File: config.mk
export PLATFORM = sky130hd
export DESIGN_NAME = matrix_keypad_scanner_core_flat
export DESIGN_NICKNAME = d
export VERILOG_FILES = /design/src/rtl/core/kps_pkg.sv /design/src/rtl/core/kps_req_if.sv /design/src/rtl/core/kps_rsp_if.sv /design/src/rtl/core/kps_csr.sv /design/src/rtl/core/kps_scan.sv /design/src/rtl/core/matrix_keypad_scanner_core.sv /design/src/flat_wrapper.sv
export SDC_FILE = /design/constraint.sdc
export NUM_CORES = 1
export LEC_CHECK = 0
export BUFFER_PORTS_ARGS = -buffer_cell sky130_fd_sc_hd__buf_2
export CELL_PAD_IN_SITES_DETAIL_PLACEMENT = 0
export CELL_PAD_IN_SITES_GLOBAL_PLACEMENT = 1
export CORE_MARGIN = 5
export CORE_UTILIZATION = 44
export DETAILED_ROUTE_END_ITERATION = 16
export GPL_ROUTABILITY_DRIVEN = 0
export MAX_ROUTING_LAYER = met4
export PLACE_DENSITY = 0.89
export SLEW_MARGIN = 20
export SYNTH_ARGS = -nofsm -noshare
export SYNTH_HDL_FRONTEND = slang
export SYNTH_SLANG_ARGS = --single-unit
File: constraint.sdc
create_clock -name clock -period 3.7 [get_ports clock]
set_input_delay 0 -clock clock [delete_from_list [all_inputs] [get_ports clock]]
set_output_delay 0 -clock clock [all_outputs]
set_load 0.01 [all_outputs]
File: src/rtl/core/kps_pkg.sv
// ----------------------------------------------------------------------------
// kps_pkg: shared types and constants for the 4x4 keypad scanner
// Phase codes, register indexes, configuration record and the key table.
// ----------------------------------------------------------------------------
`default_nettype none

package kps_pkg;

   // Widths
   localparam int unsigned LINE_W  = 4;
   localparam int unsigned CODE_W  = 4;
   localparam int unsigned TICK_W  = 16;
   localparam int unsigned PHASE_W = 3;
   localparam int unsigned ROW_W   = 2;
   localparam int unsigned CSR_IDX_W  = 2;
   localparam int unsigned CSR_DATA_W = 16;

   // Phase codes
   localparam logic [PHASE_W-1:0] PH_IDLE     = 3'd0;
   localparam logic [PHASE_W-1:0] PH_DEBOUNCE = 3'd1;
   localparam logic [PHASE_W-1:0] PH_SETTLE   = 3'd2;
   localparam logic [PHASE_W-1:0] PH_REL1     = 3'd3;
   localparam logic [PHASE_W-1:0] PH_GAP      = 3'd4;
   localparam logic [PHASE_W-1:0] PH_REL2     = 3'd5;

   // Register indexes
   localparam logic [CSR_IDX_W-1:0] REG_DEBOUNCE  = 2'd0;
   localparam logic [CSR_IDX_W-1:0] REG_SETTLE    = 2'd1;
   localparam logic [CSR_IDX_W-1:0] REG_GAP       = 2'd2;
   localparam logic [CSR_IDX_W-1:0] REG_TRANSPOSE = 2'd3;

   // Reset values
   localparam logic [TICK_W-1:0] DEBOUNCE_RESET = 16'd1000;
   localparam logic [TICK_W-1:0] SETTLE_RESET   = 16'd100;
   localparam logic [TICK_W-1:0] GAP_RESET      = 16'd5;

   // All lines released
   localparam logic [LINE_W-1:0] LINES_HIGH = 4'hF;

   typedef struct packed {
      logic [TICK_W-1:0] debounce_ticks;
      logic [TICK_W-1:0] settle_ticks;
      logic [TICK_W-1:0] release_gap_ticks;
      logic              transpose_layout;
   } cfg_type;

   typedef struct packed {
      logic              drive_rows;
      logic              key_valid;
      logic [CODE_W-1:0] key_code;
   } result_type;

   // Key table, index row*4+col: 1 2 3 A / 4 5 6 B / 7 8 9 C / * 0 # D
   function automatic logic [CODE_W-1:0] key_lookup(input logic [3:0] idx);
      logic [CODE_W-1:0] code;
      case (idx)
         4'd0:    code = 4'd1;
         4'd1:    code = 4'd2;
         4'd2:    code = 4'd3;
         4'd3:    code = 4'd10;
         4'd4:    code = 4'd4;
         4'd5:    code = 4'd5;
         4'd6:    code = 4'd6;
         4'd7:    code = 4'd11;
         4'd8:    code = 4'd7;
         4'd9:    code = 4'd8;
         4'd10:   code = 4'd9;
         4'd11:   code = 4'd12;
         4'd12:   code = 4'd13;
         4'd13:   code = 4'd0;
         4'd14:   code = 4'd14;
         default: code = 4'd15;
      endcase
      return code;
   endfunction

endpackage

`default_nettype wire

File: src/rtl/core/kps_req_if.sv
// ----------------------------------------------------------------------------
// kps_req_if: sampled pin word channel
// Valid/ready channel carrying one tick of row and column levels.
// ----------------------------------------------------------------------------
`default_nettype none

interface kps_req_if;
   logic                       valid;
   logic                       ready;
   logic [kps_pkg::LINE_W-1:0] row_levels;
   logic [kps_pkg::LINE_W-1:0] col_levels;

   modport source (output valid, output row_levels, output col_levels, input ready);
   modport sink   (input valid, input row_levels, input col_levels, output ready);
endinterface

`default_nettype wire

File: src/rtl/core/kps_rsp_if.sv
// ----------------------------------------------------------------------------
// kps_rsp_if: scan result word channel
// Valid/ready channel carrying drive select and key report for one tick.
// ----------------------------------------------------------------------------
`default_nettype none

interface kps_rsp_if;
   logic                       valid;
   logic                       ready;
   logic                       drive_rows;
   logic                       key_valid;
   logic [kps_pkg::CODE_W-1:0] key_code;

   modport source (output valid, output drive_rows, output key_valid, output key_code,
                   input ready);
   modport sink   (input valid, input drive_rows, input key_valid, input key_code,
                   output ready);
endinterface

`default_nettype wire

File: src/rtl/core/kps_csr.sv
// ----------------------------------------------------------------------------
// kps_csr: configuration registers
// Holds the three wait limits and the layout select, written by index.
// ----------------------------------------------------------------------------
`default_nettype none

module kps_csr (
   input  wire logic                          clock,
   input  wire logic                          reset,
   input  wire logic                          csr_we,
   input  wire logic [kps_pkg::CSR_IDX_W-1:0] csr_index,
   input  wire logic [kps_pkg::CSR_DATA_W-1:0] csr_wdata,
   output kps_pkg::cfg_type                   cfg
);

   kps_pkg::cfg_type cfg_ff;
   kps_pkg::cfg_type cfg_in;

   // Register write decode
   always_comb begin
      cfg_in = cfg_ff;
      if (csr_we) begin
         case (csr_index)
            kps_pkg::REG_DEBOUNCE:  cfg_in.debounce_ticks    = csr_wdata;
            kps_pkg::REG_SETTLE:    cfg_in.settle_ticks      = csr_wdata;
            kps_pkg::REG_GAP:       cfg_in.release_gap_ticks = csr_wdata;
            kps_pkg::REG_TRANSPOSE: cfg_in.transpose_layout  = csr_wdata[0];
            default:                cfg_in = cfg_ff;
         endcase
      end
   end

   always_ff @(posedge clock) begin
      if (reset) begin
         cfg_ff.debounce_ticks    <= kps_pkg::DEBOUNCE_RESET;
         cfg_ff.settle_ticks      <= kps_pkg::SETTLE_RESET;
         cfg_ff.release_gap_ticks <= kps_pkg::GAP_RESET;
         cfg_ff.transpose_layout  <= 1'b0;
      end else begin
         cfg_ff <= cfg_in;
      end
   end

   assign cfg = cfg_ff;

endmodule

`default_nettype wire

File: src/rtl/core/kps_scan.sv
// ----------------------------------------------------------------------------
// kps_scan: scan sequencer
// Phase, tick counter and latched row; steps once per word and forms the result.
// ----------------------------------------------------------------------------
`default_nettype none

module kps_scan (
   input  wire logic                        clock,
   input  wire logic                        reset,
   input  wire logic                        step,
   input  wire logic [kps_pkg::LINE_W-1:0]  row_levels,
   input  wire logic [kps_pkg::LINE_W-1:0]  col_levels,
   input  wire kps_pkg::cfg_type            cfg,
   output kps_pkg::result_type              result
);

   logic [kps_pkg::PHASE_W-1:0] phase_ff, phase_in;
   logic [kps_pkg::TICK_W-1:0]  tick_count_ff, tick_count_in;
   logic [kps_pkg::ROW_W-1:0]   row_index_ff, row_index_in;

   logic [kps_pkg::TICK_W-1:0]  limit;
   logic                        wait_done;
   logic                        row_hit, col_hit;
   logic [kps_pkg::ROW_W-1:0]   row_first, col_first;
   logic [3:0]                  key_idx;
   logic                        valid;
   logic [kps_pkg::CODE_W-1:0]  code;

   // Lowest low row / column
   always_comb begin
      row_hit   = (row_levels != kps_pkg::LINES_HIGH);
      row_first = 2'd3;
      if (!row_levels[2]) row_first = 2'd2;
      if (!row_levels[1]) row_first = 2'd1;
      if (!row_levels[0]) row_first = 2'd0;
      col_hit   = (col_levels != kps_pkg::LINES_HIGH);
      col_first = 2'd3;
      if (!col_levels[2]) col_first = 2'd2;
      if (!col_levels[1]) col_first = 2'd1;
      if (!col_levels[0]) col_first = 2'd0;
   end

   // Limit of the wait in progress
   always_comb begin
      case (phase_ff)
         kps_pkg::PH_DEBOUNCE: limit = cfg.debounce_ticks;
         kps_pkg::PH_SETTLE:   limit = cfg.settle_ticks;
         default:              limit = cfg.release_gap_ticks;
      endcase
      wait_done = (tick_count_ff >= limit);
   end

   // Key index, transposed on request
   assign key_idx = cfg.transpose_layout ? {col_first, row_index_ff} : {row_index_ff, col_first};

   // Next phase
   always_comb begin
      phase_in      = phase_ff;
      tick_count_in = tick_count_ff;
      row_index_in  = row_index_ff;
      valid         = 1'b0;
      code          = '0;
      case (phase_ff)
         kps_pkg::PH_DEBOUNCE: begin
            if (wait_done) begin
               if (row_hit) begin
                  row_index_in = row_first;
                  phase_in     = kps_pkg::PH_SETTLE;
               end else begin
                  phase_in = kps_pkg::PH_IDLE;
               end
               tick_count_in = '0;
            end else begin
               tick_count_in = tick_count_ff + 16'd1;
            end
         end
         kps_pkg::PH_SETTLE: begin
            if (wait_done) begin
               if (col_hit) begin
                  valid = 1'b1;
                  code  = kps_pkg::key_lookup(key_idx);
               end
               phase_in      = kps_pkg::PH_REL1;
               tick_count_in = '0;
            end else begin
               tick_count_in = tick_count_ff + 16'd1;
            end
         end
         kps_pkg::PH_REL1: begin
            if (!col_hit) begin
               phase_in      = kps_pkg::PH_GAP;
               tick_count_in = '0;
            end
         end
         kps_pkg::PH_GAP: begin
            if (wait_done) begin
               phase_in      = kps_pkg::PH_REL2;
               tick_count_in = '0;
            end else begin
               tick_count_in = tick_count_ff + 16'd1;
            end
         end
         kps_pkg::PH_REL2: begin
            if (!col_hit) begin
               phase_in      = kps_pkg::PH_IDLE;
               tick_count_in = '0;
            end
         end
         default: begin
            phase_in      = row_hit ? kps_pkg::PH_DEBOUNCE : kps_pkg::PH_IDLE;
            tick_count_in = '0;
         end
      endcase
   end

   // Result of this word; rows driven in settle through second release check
   always_comb begin
      result.drive_rows = (phase_in >= kps_pkg::PH_SETTLE) && (phase_in <= kps_pkg::PH_REL2);
      result.key_valid  = valid;
      result.key_code   = code;
   end

   always_ff @(posedge clock) begin
      if (reset) begin
         phase_ff      <= kps_pkg::PH_IDLE;
         tick_count_ff <= '0;
         row_index_ff  <= '0;
      end else if (step) begin
         phase_ff      <= phase_in;
         tick_count_ff <= tick_count_in;
         row_index_ff  <= row_index_in;
      end
   end

endmodule

`default_nettype wire

File: src/rtl/core/matrix_keypad_scanner_core.sv
// ----------------------------------------------------------------------------
// matrix_keypad_scanner_core: 4x4 keypad scanner, one tick per word
// Input register, scan sequencer and result register with config registers.
// ----------------------------------------------------------------------------
//  Port   Dir  Handshake       Payload
//  req    in   valid/ready     row_levels[3:0], col_levels[3:0]
//  rsp    out  valid/ready     drive_rows, key_valid, key_code[3:0]
//  csr_*  in   write enable    csr_index[1:0], csr_wdata[15:0]
//
//  One word is taken per cycle while rsp does not stall; its result is presented on
//  rsp after it passes the input register and then the result register.
//  The sequencer state advances only when a word moves from the input register
//  to the result register, so stalls on rsp hold everything in place.
//  Synchronous reset returns to idle with columns driven and default limits.
// ----------------------------------------------------------------------------
`default_nettype none

module matrix_keypad_scanner_core (
   input  wire logic                           clock,
   input  wire logic                           reset,
   kps_req_if.sink                             req,
   kps_rsp_if.source                           rsp,
   input  wire logic                           csr_we,
   input  wire logic [kps_pkg::CSR_IDX_W-1:0]  csr_index,
   input  wire logic [kps_pkg::CSR_DATA_W-1:0] csr_wdata
);

   kps_pkg::cfg_type    cfg;
   kps_pkg::result_type result;

   logic                       in_valid_ff;
   logic [kps_pkg::LINE_W-1:0] in_rows_ff;
   logic [kps_pkg::LINE_W-1:0] in_cols_ff;
   logic                       out_valid_ff;
   kps_pkg::result_type        out_ff;

   logic out_free;
   logic advance;
   logic take;

   // Pipeline flow
   assign out_free  = !out_valid_ff || rsp.ready;
   assign advance   = in_valid_ff && out_free;
   assign req.ready = !in_valid_ff || out_free;
   assign take      = req.valid && req.ready;

   kps_csr u_csr (
      .clock     (clock),
      .reset     (reset),
      .csr_we    (csr_we),
      .csr_index (csr_index),
      .csr_wdata (csr_wdata),
      .cfg       (cfg)
   );

   kps_scan u_scan (
      .clock      (clock),
      .reset      (reset),
      .step       (advance),
      .row_levels (in_rows_ff),
      .col_levels (in_cols_ff),
      .cfg        (cfg),
      .result     (result)
   );

   // Input register
   always_ff @(posedge clock) begin
      if (reset) begin
         in_valid_ff <= 1'b0;
      end else if (req.ready) begin
         in_valid_ff <= req.valid;
      end
   end

   always_ff @(posedge clock) begin
      if (take) begin
         in_rows_ff <= req.row_levels;
         in_cols_ff <= req.col_levels;
      end
   end

   // Result register
   always_ff @(posedge clock) begin
      if (reset) begin
         out_valid_ff <= 1'b0;
      end else if (out_free) begin
         out_valid_ff <= in_valid_ff;
      end
   end

   always_ff @(posedge clock) begin
      if (advance) begin
         out_ff <= result;
      end
   end

   assign rsp.valid      = out_valid_ff;
   assign rsp.drive_rows = out_ff.drive_rows;
   assign rsp.key_valid  = out_ff.key_valid;
   assign rsp.key_code   = out_ff.key_code;

endmodule

`default_nettype wire

File: src/flat_wrapper.sv
// flat-port wrapper written by rule: the top's interface ports become plain ports
module matrix_keypad_scanner_core_flat 
  (clock, reset, csr_we, csr_index, csr_wdata, req_valid, req_row_levels, req_col_levels, req_ready, rsp_valid, rsp_drive_rows, rsp_key_valid, rsp_key_code, rsp_ready);
  kps_req_if req_i ();
  kps_rsp_if rsp_i ();
  input  wire logic clock;
  input  wire logic reset;
  input  wire logic csr_we;
  input  wire logic [kps_pkg::CSR_IDX_W-1:0] csr_index;
  input  wire logic [kps_pkg::CSR_DATA_W-1:0] csr_wdata;
  input wire logic [$bits(req_i.valid)-1:0] req_valid;
  input wire logic [$bits(req_i.row_levels)-1:0] req_row_levels;
  input wire logic [$bits(req_i.col_levels)-1:0] req_col_levels;
  output wire logic [$bits(req_i.ready)-1:0] req_ready;
  output wire logic [$bits(rsp_i.valid)-1:0] rsp_valid;
  output wire logic [$bits(rsp_i.drive_rows)-1:0] rsp_drive_rows;
  output wire logic [$bits(rsp_i.key_valid)-1:0] rsp_key_valid;
  output wire logic [$bits(rsp_i.key_code)-1:0] rsp_key_code;
  input wire logic [$bits(rsp_i.ready)-1:0] rsp_ready;
  assign req_i.valid = req_valid;
  assign req_i.row_levels = req_row_levels;
  assign req_i.col_levels = req_col_levels;
  assign req_ready = req_i.ready;
  assign rsp_valid = rsp_i.valid;
  assign rsp_drive_rows = rsp_i.drive_rows;
  assign rsp_key_valid = rsp_i.key_valid;
  assign rsp_key_code = rsp_i.key_code;
  assign rsp_i.ready = rsp_ready;
  matrix_keypad_scanner_core u_core (.clock(clock), .reset(reset), .req(req_i), .rsp(rsp_i), .csr_we(csr_we), .csr_index(csr_index), .csr_wdata(csr_wdata));
endmodule
* Yosys cells after proc, flatten, opt, wreduce, memory -nomap -nowiden
Memory sizes are Yosys's and may differ from the RTL's. A register that Yosys moved wholly into a read port is not among the register bits.
Index checks and enable logic that the tools add are counted.
** Storage, ports and cells
- Bits in registers :: 82
- Memory bits (read-only) :: 64
- Output and inout port bits :: 8
- Logic and storage cells :: 68
- Memories :: 1
** Memory list
- (no name shown) :: words 16, width 4, read ports 1, clocked after memory_dff 1, write ports 0, line kps_pkg.sv:56 : case (idx)
** Cells by class
- $add $sub $neg :: 1
- $lt $le $gt $ge :: 3
- Eq/ne operators :: 11
- Multiplexer cells :: 20
- Reduce and logical (&&, ||, !) cells :: 19
** Operator list (count)
- case mux 16 bit (2 select lines) :: 2
- two-way mux 16 bit :: 2
- adder 16 x 1 -> 16 bit (second input constant) :: 1
- >= comparator 16 bit :: 1
- two-way mux 3 bit :: 5
- case mux 3 bit (5 select lines) :: 1
- AND reduction 2 bit :: 6
- two-way mux 2 bit :: 5
- != test 4 bit (second input constant) :: 2
- equality test 3 x 2 -> 1 bit (second input constant) :: 2
- equality test 3 bit (second input constant) :: 2
- equality test 2 bit (second input constant) :: 2
- two-way mux 1 bit :: 4
- two-way mux 4 bit :: 1
- AND reduction 4 bit :: 1
- equality test 3 x 1 -> 1 bit (second input constant) :: 1
- >= comparator 3 x 2 -> 1 bit (second input constant) :: 1
- <= comparator 3 bit (second input constant) :: 1
- logical AND 1 bit :: 3
- zero test 1 bit :: 3
- AND reduction 3 bit :: 1
- OR reduction 3 bit :: 1
- equality test 2 x 1 -> 1 bit (second input constant) :: 1
- zero test 2 bit :: 1
- 3 further kinds :: 4

* Depth between registers and ports, before layout
Gate-level depths: netlist of the first run.
- Word-level depth :: 7
- Depth in mapped cells :: 15

* Cells and area by module
From an unflattened synthesis of the first run, not the netlist that was laid out.
** Second synthesis, totals
- Cells, all modules :: 532
- Area, all modules :: 4815.9 um^2
** By module, submodules not included
- kps_scan :: instances 1, cells an instance 317, area an instance 2290.9 um^2, seq. area each 420.4 um^2
- kps_csr :: instances 1, cells an instance 191, area an instance 2000.7 um^2, seq. area each 980.9 um^2
- matrix_keypad_scanner_core :: instances 1, cells an instance 24, area an instance 524.3 um^2, seq. area each 460.4 um^2

* Least setup slack after synthesis of the first run
No wires, ideal clock.
- Kind :: register -> register
- Start :: register u_core.u_scan.phase_ff[1] (netlist name)
- End :: register u_core.out_ff, in the netlist u_core.rsp.drive_rows, data pin
- Arrival time :: 2.874 ns
- Required time :: 3.424 ns
- Path slack :: 0.550 ns
- Cell stages (with the launch flop) :: 14
- Buffers on the path :: 3
- Period minus slack after synthesis :: 3.150 ns
- Path through :: dfxtp_1 > buf_4 > inv_2 > or3_1 > clkbuf_1 > clkbuf_1 > o221ai_1 > ha_1 > nand4_2 > nor2_1 > a311o_1 > nor4_4 > o21ai_0 > a21boi_0
** RTL lines
- from (decl) :: line kps_scan.sv:17 : logic [kps_pkg::PHASE_W-1:0] phase_ff, phase_in;
- from (signal assigned) :: line kps_scan.sv:125 : phase_ff <= kps_pkg::PH_IDLE;
- from (signal assigned) :: line kps_scan.sv:129 : phase_ff <= phase_in;
- to (signal assigned) :: line matrix_keypad_scanner_core.sv:93 : out_ff <= result;
- to (decl) :: line matrix_keypad_scanner_core.sv:35 : kps_pkg::result_type out_ff;

* Worst setup path in the final report of the first run
- Start :: register u_core.u_scan.phase_ff[1] (netlist name)
- End :: register u_core.out_ff, in the netlist u_core.rsp.key_code[3], data pin
** On the way
- Cells in the longest elaborated chain, start to end :: 5
- Elaborated cells between the ends (all ways) :: 6
** RTL lines
- equality test 3 x 2 -> 1 bit / equality test 3 x 1 -> 1 bit (equally long branches) :: line kps_scan.sv:45, kps_scan.sv:63
- case mux 16 bit (2 select lines) :: line kps_scan.sv:45 : case (phase_ff)
- >= comparator 16 bit :: line kps_scan.sv:50 : wait_done = (tick_count_ff >= limit);
- AND reduction 3 bit (no source line) *
- zero test 1 bit (no source line) *
Mark *: on every way between the ends. The rest lies on a longest branch, timed or not.
A chain may end at the register's enable or synchronous reset.

==> metrics.md, run 1 <==
| Metric | Value |
|---|---|
| Clk_lat worst skew | 0.37 ns |
| Area contributors post-synth | dfxtp_1 34%, nand2_1 12%, edfxtp_1 9.8% |
| Nets | 623 |
| DRT Pass-1 Iters | 4 |
| IO buf count | 38 |
| Async S/R FF share, synth | 0 |
| Area of the mapped netlist | 4273 sq um |
| Critical Path RT | 3.92 ns |
| Cell variety after synth | 50 |
| Worst Tran Pin Value | 0.7488 ns |
| Sequential power share | 0.536 |
| Max VDD drop | 0.0001942 V |
| I/O Pins | 39 |
| Routed vias/inst | 5.272 |
| CTS Root Cell | clkbuf_8 |
| CP Class | reg -> reg |
| Post-synth net total | 567 |
| WL/cell | 14.40 um |
| Antenna violations before repair | 0 |
| Clk buf depth | 2 |
| Drt drc | 0 |
| EDFF count, synth | 14 |
| Placed inst area | 4552 sq um |
| Final Non-Filler Cells | 707 |
| Clk slew on worst S/H paths | 0.08 ns |
| Row count | 36 |
| N_diodes | 0 |
| CTS tree | built |
| Pwr Density | 371.2 nW/um^2 |
| Htree depth | 3 |
| FF+latch count, synth | 86 |
| Crit-path max FO | 16 |
| Tcrit/Tclk final | 0.9209 |
| All-Layer GR Usage | 0.1891 |
| Final hold violation count | 0 |
| Final WL | 10180 um |
| Sw power | 486.0 uW |
| RSZ-0062 raised after global routing | no |
| Yosys warns | 0 |
| Layout overhead on the synthesized area | 17.92% |
| Antenna Nets Post-Route | 0 |
| DP HPWL | 7090 um |
| Setup TNS | 0 ns |
| Crit. End Element | register |
| Status | finished clean |
| Synth top area share | 0.3373 |
| Core footprint | 9639 sq um |
| Layout cell share with drive strength beyond 1 | 0.1324 |
| Most common cell in the synthesized netlist | nand2_1 |
| Max Cap Viol | 0 |
| Sequential share of the synthesized area | 0.4357 |
| Vias in the first global route | 3546 |
| GRT overflow | 0 |
| Placed instance count | 663 |
| Die W | 108.5 um |
| Clk_skew | 0.01243 ns |
| Avg Inst Size Synth | 8.313 sq um |
| Net Sw Frac | 0.2599 |
| Vias | 3727 |
| Max-slew headroom | 0.5003 |
| Clk pwr share | 0.341 |
| Cell area after layout | 5039 sq um |
| Post-Synthesis Cells | 514 |
| TritonCTS Buffers | 9 |
| Initial Util | 0.4433 |
| Predominant post-synthesis flop cell | dfxtp_1 |
| Most area-hungry cell type in the Yosys netlist | dfxtp_1 |
| Final slew viol count | 0 |
| Lkg Pwr | 1.918 nW |
| Crit path launch type | register |
| Internal Power | 1.384 mW |
| Highest clock rate | 0.2935 GHz |
| Clk sinks | 86 |
| Number of fill cells | 931 |
| Initial DRC Count | 180 |
| Global-route wire length before repair | 17000 um |
| Largest net degree at the start of global routing | 60 |
| Worst Path Arrival | 3.63 ns |
| Hold WC Path Type | in -> reg |
| Total Power | 1.870 mW |
| Crit path time final | 3.407 ns |
| Finish-stage setup viols | 0 |
| Synth top cells by count | 133 x nand2_1, 72 x dfxtp_1, 57 x a21oi_1 |
| Combinational share of power | 0.123 |
| Die H | 108.5 um |
| Die Area | 11780 sq um |
## cells in the final DEF, fill, tap and decap left out, types with 3 or more instances in the layout
cell type / Yosys / routed
nor2_1: 37 / 35
nor4_1: 3 / 3
o21ai_0: 11 / 11
dlygate4sd3_1: 0 / 27
nand2_1: 133 / 133
a21oi_1: 57 / 57
dfxtp_1: 72 / 72
nand3_1: 9 / 9
nor3_1: 5 / 5
inv_1: 10 / 10
xor2_1: 13 / 13
buf_2: 0 / 38
o221ai_1: 15 / 15
nor2_2: 1 / 3
edfxtp_1: 14 / 14
xnor2_1: 3 / 3
buf_4: 1 / 7
mux2i_1: 3 / 3
clkbuf_8: 1 / 10
nand3b_1: 12 / 12
o22ai_1: 16 / 16
nor2b_1: 3 / 3
nand4_1: 12 / 12
ha_1: 22 / 22
## flip-flops by register name, indices dropped and copies added (netlist names)
name,cells
u_core.u_scan.tick_count_ff,16
u_core.u_scan.row_index_ff,2
u_core.rsp.key_valid,1
u_core.in_valid_ff,1
u_core.rsp.key_code,4
u_core.rsp.drive_rows,1
u_core.rsp.valid,1
u_core.u_csr.cfg,49
u_core.u_scan.phase_ff,3
u_core.in_cols_ff,4
u_core.in_rows_ff,4
## kinds of logic (layout without fill, tap and decap cells)
family	after synthesis	count (layout)	synth area share
muxes	3	3	0.007028
adders and majority gates	22	22	0.06442
DFF	86	86	0.4357
buffers and inverters	38	98	0.03836
AOI/OAI and AO/OA	113	113	0.1660
and+or+nand+nor	236	236	0.2556
xor gates and xnor gates	16	16	0.03280
## critical path, stage by stage (launching register included)
cell,delay [ns]
dfxtp_1,0.55
inv_2,0.12
or3_1,0.63
o221ai_1,0.39
ha_1,0.17
nand4_1,0.08
or2_1,0.24
a2111oi_2,0.33
nor4_4,0.07
buf_4,0.18
or3_4,0.36
a21oi_1,0.13
## power groups by stage
| stage | Clock (mW) | Combinational, mW | Sequential (mW) |
|---|---|---|---|
| global route | 0.684 | 0.259 | 1.01 |
| global placement | 0 | 0.201 | 1.02 |
| floorplan | 0 | 0.148 | 1.02 |
| finish | 0.638 | 0.230 | 1.00 |
| detailed placement | 0 | 0.207 | 1.02 |
| CTS | 0.654 | 0.229 | 1.00 |
## final timing paths
check	cells after the start	slack [ns]	endpoint	from
setup / recovery	11	0.29	u_core.rsp.key_code[3]$_SDFFCE_PN0P_	u_core.u_scan.phase_ff[1]$_SDFFE_PP0P_
hold / removal	4	0.07	u_core.u_csr.cfg[0]$_SDFFE_PP0P_	csr_we
setup reg to reg	11	0.29	u_core.rsp.key_code[3]$_SDFFCE_PN0P_	u_core.u_scan.phase_ff[1]$_SDFFE_PP0P_
hold reg to reg	2	0.46	u_core.u_csr.cfg[17]$_SDFFE_PP0P_	u_core.u_csr.cfg[17]$_SDFFE_PP0P_
## per-layer routing
layer / wire, um / track usage / part of all wire
met2: 4709 / 0.2966 / 0.46
met4: 119 / 0.06222 / 0.012
met1: 4981 / 0.2471 / 0.49
met5: 0 / - / 0
met3: 370 / 0.03463 / 0.036
## cell type report
class | instances | area [sq um] | area share
multi-input cells | 390 | 2263 | 0.4492
flip-flops and latches | 86 | 1862 | 0.3695
inverters | 11 | 41.29 | 0.008195
repair buffers | 72 | 513.0 | 0.1018
clock buffers | 11 | 162.7 | 0.03228
clock inverters | 4 | 30.03 | 0.005960
well taps | 133 | 166.4 | 0.03303
## metrics by stage
step	setup WS (ns)	util	hold WS (ns)
floorplan	0.5502	-	0.09887
global placement	0.3082	0.4720	0.1783
detailed placement	0.2243	0.4722	0.1785
CTS	0.1768	0.5202	0.04528
global route	0.001987	0.5227	0.1106
finish	0.2926	0.5227	0.07029
## timing repair
action                                  in CTS  in global routing
resized for setup                            0                  0
hold endpoints to repair                    59                  0
hold buffers                                27                  0
endpoints found under the setup margin       0                 15
setup buffers                                0                  2
Note: power is estimated with default switching activity, not from simulation.
==> run 2: changes to the inputs <==
==> constraint.sdc (replaced) <==
create_clock -name clock -period 3.7 [get_ports clock]
set_input_delay 0.185 -clock clock [delete_from_list [all_inputs] [get_ports clock]]
set_output_delay 0.185 -clock clock [all_outputs]
set_load 0.01 [all_outputs]
==> metrics.md, run 2 (synthesis gave the netlist of run 1 again) <==
| Metric | Value |
|---|---|
| Max VDD drop | 0.0001934 V (-0.40%) |
| CP peak stage delay | 0.63 ns (about the same) |
| Combinational share of power | 0.116 (-0.007) |
| Vias in the first global route | 3482 (-1.8%) |
| Critical Path RT | 3.92 ns (about the same) |
| DP HPWL | 7090 um (unchanged) |
| CP Class | reg -> reg |
| Antenna Nets Post-Route | 0 (unchanged) |
| Clk pwr share | 0.344 (+0.003) |
| Routed vias/inst | 5.318 (+0.89%) |
| Finish-stage setup viols | 0 (unchanged) |
| Placed inst area | 4552 sq um (unchanged) |
| Initial Util | 0.4433 (unchanged) |
| Max Cap Viol | 0 (unchanged) |
| Layout overhead on the synthesized area | 13.47% |
| CTS tree | built |
| CTS Root Cell | clkbuf_8 |
| CTS resizes | 0 (unchanged) |
| Layout cell share with drive strength beyond 1 | 0.1369 (+0.004533) |
| Nets | 604 (-3.0%) |
| Global-route wire length before repair | 16750 um (-1.5%) |
| DRT Pass-1 Iters | 4 (unchanged) |
| Final hold violation count | 0 (unchanged) |
| Clk_lat worst skew | 0.37 ns (about the same) |
| Max reg flops | 49 (unchanged) |
| Commonest non-fill, non-tap cells in the layout | 133 x nand2_1, 72 x dfxtp_1, 57 x a21oi_1 |
| Crit path time final | 3.403 ns (-0.004089 ns) |
| Number of fill cells | 946 (+1.6%) |
| Hold WC Path Type | in -> reg |
| Clk buf depth | 2 (unchanged) |
| Die H | 108.5 um (unchanged) |
| GRT overflow | 0 (unchanged) |
| Final WL | 9999 um (-1.8%) |
| Clk_skew | 0.01301 ns (+0.0005825 ns) |
| Vias | 3659 (-1.8%) |
| Total Power | 1.853 mW (-0.91%) |
| Die W | 108.5 um (unchanged) |
| Net Sw Frac | 0.2602 (+0.0002955) |
| Drt drc | 0 (unchanged) |
| WL/cell | 14.53 um (+0.92%) |
| Cell area after layout | 4848 sq um (-3.8%) |
| All-Layer GR Usage | 0.1866 (-0.002457) |
| Crit-path max FO | 16 (unchanged) |
| Htree depth | 3 (unchanged) |
| Largest net degree at the start of global routing | 60 (unchanged) |
| Row count | 36 (unchanged) |
| Critical path's slowest cell | or3_1 |
| IO buf count | 38 (unchanged) |
| Crit path launch type | register |
| Antenna violations before repair | 0 (unchanged) |
| Pwr Density | 382.2 nW/um^2 (+3.0%) |
| Die Area | 11780 sq um (unchanged) |
| TritonCTS Buffers | 9 (unchanged) |
| Sw power | 482.1 uW (-0.80%) |
| Max-slew headroom | 0.5032 (+0.002899) |
| N_diodes | 0 (unchanged) |
| Clk sinks | 86 (unchanged) |
| Sequential power share | 0.541 (+0.005) |
| Final slew viol count | 0 (unchanged) |
| CP Cell Sequence | inv_2 > or3_1 > o221ai_1 > ha_1 > nand4_1 > or2_1 > a2111oi_2 > nor4_4 > buf_4 > or3_4 > a21oi_1 |
| Most common cell after layout, fill and taps aside | nand2_1 |
| RSZ-0062 raised after global routing | no |
| I/O Pins | 39 (unchanged) |
| Setup TNS | 0 ns (unchanged) |
| Lkg Pwr | 1.838 nW (-4.1%) |
| Worst Tran Pin Value | 0.7444 ns (-0.004343 ns) |
| Tcrit/Tclk final | 0.9198 (-0.001105) |
| Worst Path Arrival | 3.62 ns (about the same) |
| Internal Power | 1.371 mW (-0.95%) |
| Crit. End Element | register |
| Initial DRC Count | 163 (-9.4%) |
| Clk slew on worst S/H paths | 0.08 ns (about the same) |
| Status | finished clean |
| Core footprint | 9639 sq um (unchanged) |
| Highest clock rate | 0.2938 GHz (+0.12%) |
-- run 2: cell types whose count changed in the layout (fill, tap and decap cells not counted), sizes merged --
cell / previous run / this run
dlygate4sd3: 27 / 8
-- run 2: what timing repair did --
action / 4_1_cts / 5_1_grt
endpoints found under the setup margin: 0 / 15
setup buffers: 0 / 2
hold endpoints to repair: 8 / 0
hold buffers: 8 / 0
-- run 2: metal layers --
layer	global-route usage	vias up	routed length, um
li1	-	1886	-
met1	0.2452	1687	4819
met2	0.2904	76	4591
met3	0.03463	10	444
met4	0.06222	0	143
met5	-	-	0
-- run 2: cell type report --
type / count / area (sq um) / share of cell area
Clock inverter: 4 / 30.03 / 0.006194
Tap cell: 133 / 166.4 / 0.03432
Sequential cell: 86 / 1862 / 0.3840
Clock buffer: 11 / 162.7 / 0.03355
Multi-Input combinational cell: 390 / 2263 / 0.4668
Inverter: 11 / 41.29 / 0.008516
Timing Repair Buffer: 53 / 322.8 / 0.06658
-- run 2: path summary, 6_finish.rpt --
kind | from | endpoint | slack (ns) | cells past startpoint
max | u_core.u_scan.phase_ff[1]$_SDFFE_PP0P_ | u_core.rsp.key_code[3]$_SDFFCE_PN0P_ | 0.30 | 11
min | req_valid | u_core.in_valid_ff$_SDFFE_PP0N_ | 0.05 | 3
max reg2reg | u_core.u_scan.phase_ff[1]$_SDFFE_PP0P_ | u_core.rsp.key_code[3]$_SDFFCE_PN0P_ | 0.30 | 11
min reg2reg | u_core.u_csr.cfg[17]$_SDFFE_PP0P_ | u_core.u_csr.cfg[17]$_SDFFE_PP0P_ | 0.46 | 2
-- run 2: worst max-delay path: cells and delay by family (launching register included) --
| kind | cells | cell delay [ns] |
|---|---|---|
| DFF | 1 | 0.55 |
| adders and majority gates | 1 | 0.17 |
| buffers and inverters | 2 | 0.30 |
| AOI/OAI and AO/OA | 3 | 0.85 |
| and+or+nand+nor | 5 | 1.38 |
-- run 2: power by group through the flow --
stage	clock, mW	combinational, mW	sequential, mW
2_1_floorplan	0	0.148	1.02
3_3_place_gp	0	0.201	1.02
3_5_place_dp	0	0.207	1.02
4_1_cts	0.654	0.214	1.00
5_1_grt	0.684	0.242	1.01
6_report	0.637	0.214	1.00
-- run 2: through the flow --
step | worst slack [ns] | hold WS, ns | utilization | instances
2_1_floorplan | 0.5502 | 0.2839 | - | 514
3_3_place_gp | 0.3082 | 0.3633 | 0.4720 | 663
3_5_place_dp | 0.2243 | 0.3635 | 0.4722 | 663
4_1_cts | 0.1768 | 0.03174 | 0.5005 | 686
5_1_grt | 0.001987 | 0.04198 | 0.5030 | 688
6_report | 0.2967 | 0.04734 | 0.5030 | 688
==> run 3: changes to the inputs <==
--- a/config.mk
+++ b/config.mk
@@ -6,7 +6,7 @@
 export NUM_CORES = 1
 export LEC_CHECK = 0
 export BUFFER_PORTS_ARGS = -buffer_cell sky130_fd_sc_hd__buf_2
-export CELL_PAD_IN_SITES_DETAIL_PLACEMENT = 0
+export CELL_PAD_IN_SITES_DETAIL_PLACEMENT = 1
 export CELL_PAD_IN_SITES_GLOBAL_PLACEMENT = 1
 export CORE_MARGIN = 5
 export CORE_UTILIZATION = 44
@@ -14,7 +14,7 @@
 export GPL_ROUTABILITY_DRIVEN = 0
 export MAX_ROUTING_LAYER = met4
 export PLACE_DENSITY = 0.89
-export SLEW_MARGIN = 20
+export SLEW_MARGIN = 30
 export SYNTH_ARGS = -nofsm -noshare
 export SYNTH_HDL_FRONTEND = slang
 export SYNTH_SLANG_ARGS = --single-unit
==> metrics.md, run 3 (synthesis gave the netlist of run 1 again) <==
| Metric | Value |
|---|---|
| Clk buf depth | 2 (unchanged) |
| Final Non-Filler Cells | 691 (+0.44%) |
| Largest net degree at the start of global routing | 60 (unchanged) |
| Setup TNS | 0 ns (unchanged) |
| Clk sinks | 86 (unchanged) |
| Worst Tran Pin Value | 0.7792 ns (+0.03475 ns) |
| Die H | 108.5 um (unchanged) |
| Sequential power share | 0.534 (-0.007) |
| Clk slew on worst S/H paths | 0.09 ns (about the same) |
| CP Cell Sequence | inv_2 > nand2_2 > o22ai_1 > nand2_1 > o221ai_1 > ha_1 > nand4_2 > or2_1 > a2111oi_2 > nor4_4 > buf_4 > buf_4 > nor4_1 > a31o_1 |
| Combinational share of power | 0.123 (+0.007) |
| Die Area | 11780 sq um (unchanged) |
| Vias | 3916 (+7.0%) |
| DP HPWL | 8586 um (+21%) |
| Htree depth | 3 (unchanged) |
| Row count | 36 (unchanged) |
| Max VDD drop | 0.0001584 V (-18%) |
| Crit path time final | 3.428 ns (+0.02511 ns) |
| N_diodes | 0 (unchanged) |
| Max-slew headroom | 0.4800 (-0.02319) |
| Area occupied by multi-input gates | 2268 sq um (+0.22%) |
| Status | finished clean |
| Crit-path max FO | 18 (+2) |
| I/O Pins | 39 (unchanged) |
| Final hold violation count | 0 (unchanged) |
| Tcrit/Tclk final | 0.9266 (+0.006787) |
| Placed instance count | 663 (unchanged) |
| Worst Path Arrival | 3.75 ns (+0.13 ns) |
| Clk_skew | 0.01390 ns (+0.0008863 ns) |
| Antenna Nets Post-Route | 0 (unchanged) |
| Clk pwr share | 0.343 (about the same) |
| All-Layer GR Usage | 0.2250 (+0.03840) |
| Layout overhead on the synthesized area | 14.11% |
| Drt drc | 0 (unchanged) |
| Crit. End Element | register |
| Hold WC Path Type | in -> reg |
| Pwr Density | 385.5 nW/um^2 (+0.87%) |
| WL/cell | 17.73 um (+22%) |
| Final WL | 12250 um (+23%) |
| Initial DRC Count | 183 (+12%) |
| Finish-stage setup viols | 0 (unchanged) |
| FF+latch area | 1863 sq um (about the same) |
| Clk_lat worst skew | 0.37 ns (about the same) |
| Commonest non-fill, non-tap cells in the layout | 133 x nand2_1, 71 x dfxtp_1, 57 x a21oi_1 |
| Number of fill cells | 1204 (+27%) |
| Highest clock rate | 0.2917 GHz (-0.73%) |
| Vias in the first global route | 4086 (+17%) |
| Most frequent CP cell | buf_4 |
| Final slew viol count | 0 (unchanged) |
| Antenna violations before repair | 0 (unchanged) |
| Routed vias/inst | 5.667 (+6.6%) |
| CP delay by family, top | simple AND/OR/NAND/NOR gates |
| Max reg flops | 49 (unchanged) |
| Max Cap Viol | 0 (unchanged) |
| Die W | 108.5 um (unchanged) |
| Initial Util | 0.4433 (unchanged) |
| Layout cell share with drive strength beyond 1 | 0.1416 (+0.004640) |
| Crit path launch type | register |
| Global-route wire length before repair | 20140 um (+20%) |
| CP peak stage delay | 0.60 ns (-0.03 ns) |
| DRT Pass-1 Iters | 4 (unchanged) |
| TritonCTS Buffers | 9 (unchanged) |
| IO buf count | 38 (unchanged) |
| Most common cell after layout, fill and taps aside | nand2_1 |
| Worst Path Buf+Inv | 3 (+1) |
| CTS tree | built |
| Critical Path RT | 4.02 ns (+0.10 ns) |
| Core footprint | 9639 sq um (unchanged) |
| CTS Root Cell | clkbuf_8 |
| Lkg Pwr | 1.851 nW (+0.70%) |
| Nets | 606 (+0.33%) |
| Net Sw Frac | 0.2680 (+0.007874) |
| CP Class | reg -> reg |
| GRT overflow | 0 (unchanged) |
| Critical path's slowest cell | dfxtp_1 |
| Internal Power | 1.376 mW (+0.36%) |
| Sw power | 503.8 uW (+4.5%) |
-- run 3: per-layer routing --
metal | track usage | up-vias | routed length [um]
met5 | - | - | 0
li1 | - | 1887 | -
met3 | 0.04776 | 24 | 488
met4 | 0.07755 | 0 | 262
met1 | 0.2738 | 1935 | 5526
met2 | 0.3703 | 70 | 5974
-- run 3: final timing paths --
| path | cells after the start | end | slack [ns] | start |
|---|---|---|---|---|
| setup / recovery | 14 | u_core.u_scan.row_index_ff[1]$_SDFFE_PP0P_ | 0.27 | u_core.u_scan.phase_ff[1]$_SDFFE_PP0P_ |
| hold / removal | 3 | u_core.in_valid_ff$_SDFFE_PP0N_ | 0.04 | req_valid |
| setup reg to reg | 14 | u_core.u_scan.row_index_ff[1]$_SDFFE_PP0P_ | 0.27 | u_core.u_scan.phase_ff[1]$_SDFFE_PP0P_ |
| hold reg to reg | 2 | u_core.u_csr.cfg[31]$_SDFFE_PP0P_ | 0.46 | u_core.u_csr.cfg[31]$_SDFFE_PP0P_ |
-- run 3: what timing repair did --
item | in CTS | in global routing
resized for setup | 0 | 2
hold buffers | 8 | 0
hold endpoints to repair | 8 | 0
buffers inserted | 0 | 4
setup endpoints to repair | 0 | 26
-- run 3: power groups by stage --
stage	sequential (mW)	clock [mW]	combinational, mW
2_1_floorplan	1.02	0	0.148
3_3_place_gp	1.02	0	0.201
3_5_place_dp	1.02	0	0.215
4_1_cts	1.00	0.645	0.223
5_1_grt	1.01	0.698	0.256
6_report	1.00	0.646	0.230
-- run 3: per-stage QoR --
step	setup slack (ns)	hold WS (ns)	util	power [mW]	area, sq um
after global placement	0.3082	0.3633	0.4720	1.223	4549
after detailed placement	0.1498	0.3646	0.4731	1.240	4561
after global routing	-0.01806	0.04261	0.5058	1.961	4876
after CTS	0.1405	0.03563	0.5008	1.871	4827
final	0.2716	0.03513	0.5058	1.880	4876
after floorplan	0.5502	0.2839	-	1.165	4273
-- run 3: layout make-up --
| class | instances | area share |
|---|---|---|
| clock inverters | 2 | 0.002823 |
| clock buffers | 14 | 0.03541 |
| well taps | 133 | 0.03413 |
| repair buffers | 55 | 0.07185 |
| flip-flops and latches | 86 | 0.3821 |
| inverters | 11 | 0.008468 |
| multi-input cells | 390 | 0.4652 |
-- run 3: worst min-delay path, delay by kind of cell --
kind	cells	cell delay, ns
AOI/OAI and AO/OA	1	0.04
buffers and inverters	1	0.08
and+or+nand+nor	1	0.07
